`config.mk`:
```
export PLATFORM = sky130hd
export DESIGN_NAME = utf8_code_point_encoder
export DESIGN_NICKNAME = d
export VERILOG_FILES = /design/src/rtl/u8e_pkg.sv /design/src/rtl/u8e_cell.sv /design/src/rtl/u8e_in_stage.sv /design/src/rtl/utf8_code_point_encoder.sv
export SDC_FILE = /design/constraint.sdc
export NUM_CORES = 1
export LEC_CHECK = 0
export ABC_CLOCK_PERIOD_IN_PS = 11300
export BUFFER_PORTS_ARGS = -buffer_cell sky130_fd_sc_hd__buf_2
export CORE_MARGIN = 2
export CORE_UTILIZATION = 60
export CTS_CLUSTER_DIAMETER = 50
export DETAILED_ROUTE_END_ITERATION = 10
export GPL_TIMING_DRIVEN = 0
export PLACE_DENSITY = 0.79
export SETUP_SLACK_MARGIN = 0.1
export SLEW_MARGIN = 20
export SYNTH_ARGS = -nofsm -noshare
export SYNTH_HDL_FRONTEND = slang
export SYNTH_HIERARCHICAL = 1
export SYNTH_SLANG_ARGS = --single-unit
```
`constraint.sdc`:
```
create_clock -name clk -period 11.3 [get_ports clk]
set_input_delay 1.13 -clock clk [delete_from_list [all_inputs] [get_ports clk]]
set_output_delay 1.13 -clock clk [all_outputs]
set_load 0.01 [all_outputs]
```
`src/rtl/u8e_pkg.sv`:
```
// ----------------------------------------------------------------------------
// u8e_pkg: shared types and constants of the UTF-8 code point encoder
// Holds the byte cell type, the sequence tables and the encode function.
// ----------------------------------------------------------------------------
package u8e_pkg;

    localparam int unsigned SEQ_MAX = 6;

    typedef logic [2:0] seq_len_t;

    typedef struct packed {
        logic [7:0] data;
        logic       last;
        logic       valid;
    } cell_t;

    typedef cell_t [SEQ_MAX-1:0] seq_t;

    // Replacement character U+FFFD for a code point with bit 31 set
    localparam logic [7:0] REPL_BYTE0 = 8'hEF;
    localparam logic [7:0] REPL_BYTE1 = 8'hBF;
    localparam logic [7:0] REPL_BYTE2 = 8'hBD;

    localparam logic [7:0] CONT_PREFIX = 8'h80;
    localparam logic [7:0] CONT_MASK   = 8'h3F;

    // Indexed by sequence length
    localparam logic [7:0] LEAD_PREFIX [7] = '{8'h00, 8'h00, 8'hC0, 8'hE0,
                                               8'hF0, 8'hF8, 8'hFC};
    localparam logic [7:0] LEAD_MASK   [7] = '{8'h00, 8'h7F, 8'h1F, 8'h0F,
                                               8'h07, 8'h03, 8'h01};
    // Shift of the payload bits that land in the lead byte: 6 * (len - 1)
    localparam logic [4:0] LEAD_SHIFT  [7] = '{5'd0, 5'd0, 5'd6, 5'd12,
                                               5'd18, 5'd24, 5'd30};

    // Build the full byte sequence of one code point, lead byte in cell 0
    function automatic seq_t encode(input logic [31:0] cp);
        seq_t     r;
        seq_len_t n;
        seq_len_t idx;
        r = '0;
        if (cp[31])
        begin
            r[0] = '{data: REPL_BYTE0, last: 1'b0, valid: 1'b1};
            r[1] = '{data: REPL_BYTE1, last: 1'b0, valid: 1'b1};
            r[2] = '{data: REPL_BYTE2, last: 1'b1, valid: 1'b1};
        end
        else
        begin
            if (cp[30:26] != '0)
                n = 3'd6;
            else if (cp[25:21] != '0)
                n = 3'd5;
            else if (cp[20:16] != '0)
                n = 3'd4;
            else if (cp[15:11] != '0)
                n = 3'd3;
            else if (cp[10:7] != '0)
                n = 3'd2;
            else
                n = 3'd1;
            r[0].data  = LEAD_PREFIX[n] | (8'(cp >> LEAD_SHIFT[n]) & LEAD_MASK[n]);
            r[0].last  = (n == 3'd1);
            r[0].valid = 1'b1;
            for (int k = 1; k < SEQ_MAX; k++)
            begin
                if (3'(k) < n)
                begin
                    // 6 * (n - 1 - k) equals the lead shift of length n - k
                    idx        = 3'(n - 3'(k));
                    r[k].data  = CONT_PREFIX | (8'(cp >> LEAD_SHIFT[idx]) & CONT_MASK);
                    r[k].last  = (3'(k) == 3'(n - 3'd1));
                    r[k].valid = 1'b1;
                end
            end
        end
        return r;
    endfunction

endpackage

```
`src/rtl/u8e_cell.sv`:
```
// ----------------------------------------------------------------------------
// u8e_cell: one byte cell of the output chain
// Loads one byte of a new sequence or takes its neighbor's byte on a shift.
// ----------------------------------------------------------------------------
module u8e_cell
    import u8e_pkg::*;
(
    input  logic  clk,
    input  logic  rst_n,
    input  logic  load,
    input  logic  shift,
    input  cell_t load_cell,
    input  cell_t neighbor,
    output cell_t cell_q
);

    logic       valid_reg;
    logic       valid_next;
    logic [7:0] data_reg;
    logic [7:0] data_next;
    logic       last_reg;
    logic       last_next;

    always_comb
    begin
        valid_next = valid_reg;
        data_next  = data_reg;
        last_next  = last_reg;
        if (load)
        begin
            valid_next = load_cell.valid;
            data_next  = load_cell.data;
            last_next  = load_cell.last;
        end
        else if (shift)
        begin
            valid_next = neighbor.valid;
            data_next  = neighbor.data;
            last_next  = neighbor.last;
        end
    end

    always_ff @(posedge clk or negedge rst_n)
    begin
        if (!rst_n)
            valid_reg <= 1'b0;
        else
            valid_reg <= valid_next;
    end

    always_ff @(posedge clk)
    begin
        data_reg <= data_next;
        last_reg <= last_next;
    end

    assign cell_q = '{data: data_reg, last: last_reg, valid: valid_reg};

endmodule

```
`src/rtl/u8e_in_stage.sv`:
```
// ----------------------------------------------------------------------------
// u8e_in_stage: input holding register and byte sequence encoder
// Holds one code point until the chain is free and presents its bytes.
// ----------------------------------------------------------------------------
module u8e_in_stage
    import u8e_pkg::*;
(
    input  logic        clk,
    input  logic        rst_n,
    input  logic        in_valid,
    input  logic [31:0] in_data,
    input  logic        load,
    output logic        in_ready,
    output logic        held_valid,
    output seq_t        seq
);

    logic        valid_reg;
    logic        valid_next;
    logic [31:0] cp_reg;
    logic        accept;

    assign in_ready = !valid_reg || load;
    assign accept   = in_valid && in_ready;

    always_comb
    begin
        valid_next = valid_reg;
        if (accept)
            valid_next = 1'b1;
        else if (load)
            valid_next = 1'b0;
    end

    always_ff @(posedge clk or negedge rst_n)
    begin
        if (!rst_n)
            valid_reg <= 1'b0;
        else
            valid_reg <= valid_next;
    end

    always_ff @(posedge clk)
    begin
        if (accept)
            cp_reg <= in_data;
    end

    assign held_valid = valid_reg;
    assign seq        = encode(cp_reg);

endmodule

```
`src/rtl/utf8_code_point_encoder.sv`:
```
// ----------------------------------------------------------------------------
// utf8_code_point_encoder: UTF-8 encoder in the original six-byte form
// Turns one 32-bit code point per transaction into 1 to 6 UTF-8 bytes.
// ----------------------------------------------------------------------------
// Usage:
//   Slave side (s_axis_*) takes one code point per transaction on tdata.
//   Master side (m_axis_*) gives one byte per transaction on tdata, lead byte
//   first, with tlast high on the final byte of each code point.
//   The length follows the highest set bit (1 to 6 bytes, no surrogate check).
//   A code point with bit 31 set comes out as U+FFFD, bytes EF BF BD.
// Path: an accepted code point is held in the input holding register, then
//   loaded into the byte chain that drives m_axis.
// Throughput: one byte per cycle while m_axis_tready is high, set by the
//   output chain that drains one cell per cycle; single-byte characters
//   stream at one per cycle.
// Reset: clears the valid flags of the holding register and all cells; no clearing pass.
// Stall: with m_axis_tready low the chain holds; the input register still
//   takes one more code point, then s_axis_tready drops.
// ----------------------------------------------------------------------------
module utf8_code_point_encoder
    import u8e_pkg::*;
(
    input  logic        clk,
    input  logic        rst_n,
    input  logic        s_axis_tvalid,
    output logic        s_axis_tready,
    input  logic [31:0] s_axis_tdata,   // [31:0] code_point
    output logic        m_axis_tvalid,
    input  logic        m_axis_tready,
    output logic [7:0]  m_axis_tdata,   // [7:0] out_byte
    output logic        m_axis_tlast    // last_byte
);

    seq_t  seq;
    cell_t chain [SEQ_MAX+1];
    logic  held_valid;
    logic  take;
    logic  chain_free;
    logic  load;

    // Advance the chain whenever the head byte leaves
    assign take       = chain[0].valid && m_axis_tready;
    // The chain is free for a new sequence when empty or once only the last byte is leaving
    assign chain_free = !chain[0].valid || (m_axis_tready && !chain[1].valid);
    assign load       = held_valid && chain_free;

    u8e_in_stage u_in_stage (
        .clk        (clk),
        .rst_n      (rst_n),
        .in_valid   (s_axis_tvalid),
        .in_data    (s_axis_tdata),
        .load       (load),
        .in_ready   (s_axis_tready),
        .held_valid (held_valid),
        .seq        (seq)
    );

    // Feed zeros into the tail of the chain
    assign chain[SEQ_MAX] = '0;

    for (genvar i = 0; i < SEQ_MAX; i++)
    begin : g_cell
        u8e_cell u_cell (
            .clk       (clk),
            .rst_n     (rst_n),
            .load      (load),
            .shift     (take),
            .load_cell (seq[i]),
            .neighbor  (chain[i+1]),
            .cell_q    (chain[i])
        );
    end

    assign m_axis_tvalid = chain[0].valid;
    assign m_axis_tdata  = chain[0].data;
    assign m_axis_tlast  = chain[0].last;

endmodule

```
==> results.json <==
{
  "status": "completed",
  "clock_latency_ns": 0.36,
  "critical_path_class": "reg2reg",
  "rsz0062_at_grt": "false",
  "drc_errors": 0,
  "post_drt_wl_per_cell_um": 26.6,
  "max_freq_mhz": 165,
  "clock-sinks": 93,
  "track_usage_pct": 38.9,
  "total_leakage_power_uw": 0.00313,
  "crit_path_start_kind": "flop",
  "synthFlopType": "edfxtp_1",
  "cts_buffer_depth": 2,
  "diodes": 0,
  "cts_hold_buffers": 0,
  "hold_viol": 0,
  "cpLargestDelayFamily": "compound AO/OA/AOI/OAI gates",
  "ys_seq_elements": 93,
  "skew_ns": 0.00963,
  "finalSetupViolations": 0,
  "dieArea_mm2": 0.0131,
  "grt_overflow": 0,
  "io_pins": 47,
  "crit_arrival_ns": 6.18,
  "ys_types": 75,
  "drive_above_1_share_pct": 25.9,
  "pwr-share-clk_pct": 17.3,
  "cp_slowest_cell": "o31ai_1",
  "yosysSeqAreaShare_pct": 37.8,
  "power_frac_comb_pct": 43.9,
  "irDropWorstVdd_mv": 0.172,
  "drt.antenna.violating_nets": 0,
  "maxSlewHeadroom_pct": 31.8,
  "layout_min_cycle_time_ns": 6.08,
  "num_rows": 40,
  "slowest_delay_ns": 0.78,
  "cts_setup_buffers": 0,
  "dp_hpwl_um": 17500,
  "grt_pass1_vias": 6237,
  "fin_setup_tns_ns": 0,
  "largest_reg_flops": 48,
  "nNetsFinal": 821,
  "antenna_found_initial": 0,
  "drt_pass1_iterations": 5,
  "numCtsBuffers": 9,
  "die_width_um": 114,
  "syn_to_final_growth_pct": 10.3,
  "cts_root_buf": "clkbuf_16",
  "fin_crit_sh_pct": 53.8,
  "route.vias.total": 6483,
  "synthCells": 700,
  "synth.avg_cell_area_um2": 10.4,
  "ys_warn_count": 6,
  "cts_resized": 0,
  "worst-path-buf-inv": 3,
  "drv_slew": 0,
  "worst_slew_pin_slew_ns": 1.01,
  "synth_edf_count": 86,
  "mostFrequentLayoutCell": "edfxtp_1",
  "async_flop_share_pct": 7.53,
  "place_congestion": 1.04,
  "synth_area_mm2": 0.00729,
  "cts_tree": "built",
  "nFillCells": 904,
  "coreArea_mm2": 0.0120,
  "power_switching_uw": 598,
  "required_ns": 11.41,
  "clk_pin_slew_ns": 0.07,
  "crit_chain": "nor4_1 -> nand2_1 -> o31ai_1 -> clkbuf_1 -> ha_1 -> clkbuf_1 -> inv_1 -> nand2_1 -> a211oi_1 -> a311oi_1 -> mux2i_1 -> a2111oi_0 -> nor3_1 -> mux2_4",
  "seqPwrFrac_pct": 38.8,
  "grt_pass1_wl_um": 37100,
  "h-tree-depth": 3,
  "swShare_pct": 35.6,
  "crit_path_end_kind": "flop",
  "drt_iter0_markers": 950,
  "whs_ns": 0.546,
  "maxCapViolCount": 0,
  "p_int_uw": 1080,
  "grt_max_degree": 33,
  "routed_wl_um": 24600,
  "hp-class": "reg2reg",
  "initial_utilization_pct": 61.0,
  "io_buffers": 46,
  "cp_max_fo": 16,
  "power_density_mw_per_mm2": 209,
  "avgViaCountPerCell": 7.02,
  "die_h_um": 114,
  "final_cell_mix": "86 x edfxtp_1, 61 x nand2_1, 55 x buf_2, 51 x mux2i_1"
}
## stage by stage
stage / area, um2 / total power, uW / std cells / setup WS (ns) / utilization (%)
6_report: 8050 / 1680 / 923 / 5.22 / 67.3
3_5_place_dp: 7770 / 1370 / 907 / 5.62 / 65.0
5_1_grt: 8050 / 1740 / 923 / 5.10 / 67.3
3_3_place_gp: 7760 / 1340 / 906 / 5.63 / 64.8
4_1_cts: 8050 / 1670 / 923 / 5.58 / 67.3
2_1_floorplan: 7340 / 1170 / 713 / 7.00 / -
## cell families (layout without fill, tap and decap cells)
logic type | after synthesis | count (layout) | synth area share [%]
other | 3 | 16 | 0.154
adder cells (fa/ha/maj) | 14 | 14 | 2.40
AO/OA/AOI/OAI | 186 | 186 | 18.4
flip-flops | 93 | 93 | 37.8
AND/OR/NAND/NOR | 181 | 181 | 11.8
buffers and inverters | 98 | 161 | 7.26
multiplexers | 125 | 125 | 22.1
## worst reg2reg max path: stages (launching register included)
cell and delay [ns]:
edfxtp_1 0.53, nor4_1 0.60, nand2_1 0.46, o31ai_1 0.79, clkbuf_1 0.76, ha_1 0.32
clkbuf_1 0.53, inv_1 0.28, nand2_1 0.14, a211oi_1 0.08, a311oi_1 0.28, mux2i_1 0.15
a2111oi_0 0.51, nor3_1 0.14, mux2_4 0.28
## power groups by stage
stage          logic [uW]  clock network, uW  registers, uW
2_1_floorplan         542                  0            630
3_3_place_gp          691                  0            647
3_5_place_dp          718                  0            654
4_1_cts               722                296            648
5_1_grt               776                307            661
6_report              737                291            651
## metal layers
metal | routed length (um) | GRT usage [%]
met5 | 0 | 0
met4 | 1410 | 20.6
met3 | 3290 | 9.37
met2 | 10600 | 58.3
met1 | 9260 | 52.3
## final cells by class
| class | instances | area [um2] | share of cell area [%] |
|---|---|---|---|
| multi-input cells | 522 | 4060 | 50.5 |
| clock inverters | 6 | 46.3 | 0.575 |
| plain buffers | 79 | 458 | 5.69 |
| flip-flops and latches | 93 | 2760 | 34.3 |
| well taps | 147 | 184 | 2.29 |
| inverters | 19 | 71.3 | 0.886 |
| repair buffers | 47 | 241 | 3.00 |
| clock buffers | 10 | 229 | 2.85 |
## cell usage after synthesis (9+ instances only)
library cell | n | area share [%]
o211ai_1 | 9 | 0.93
buf_4 | 24 | 2.5
clkbuf_1 | 32 | 1.6
mux4_2 | 10 | 3.1
a211oi_1 | 19 | 2.0
o21ai_0 | 33 | 2.3
inv_1 | 16 | 0.82
mux2_2 | 22 | 3.4
mux2i_1 | 51 | 7.0
nand3_1 | 18 | 1.2
ha_1 | 14 | 2.4
buf_2 | 9 | 0.62
a311oi_1 | 9 | 1.1
edfxtp_1 | 86 | 35
nand2_1 | 61 | 3.1
nor2_1 | 42 | 2.2
a21oi_1 | 32 | 2.2
nor3_1 | 13 | 0.89
mux2_4 | 42 | 8.6
## path summary, 6_finish.rpt
check	start	end	slack (ns)	cells after the start
min in group asynchronous	rst_n	g_cell[0].u_cell/valid_reg	0.60	1
setup / recovery	u_in_stage/cp_reg[24]	g_cell[0].u_cell/data_reg[0]	5.22	14
max in group asynchronous	rst_n	g_cell[2].u_cell/valid_reg	10.53	1
hold reg to reg	g_cell[3].u_cell/data_reg[7]	g_cell[2].u_cell/data_reg[7]	0.55	1
setup reg to reg	u_in_stage/cp_reg[24]	g_cell[0].u_cell/data_reg[0]	5.22	14
hold / removal	g_cell[3].u_cell/data_reg[7]	g_cell[2].u_cell/data_reg[7]	0.55	1
Note: power is estimated with default switching activity, not from simulation.
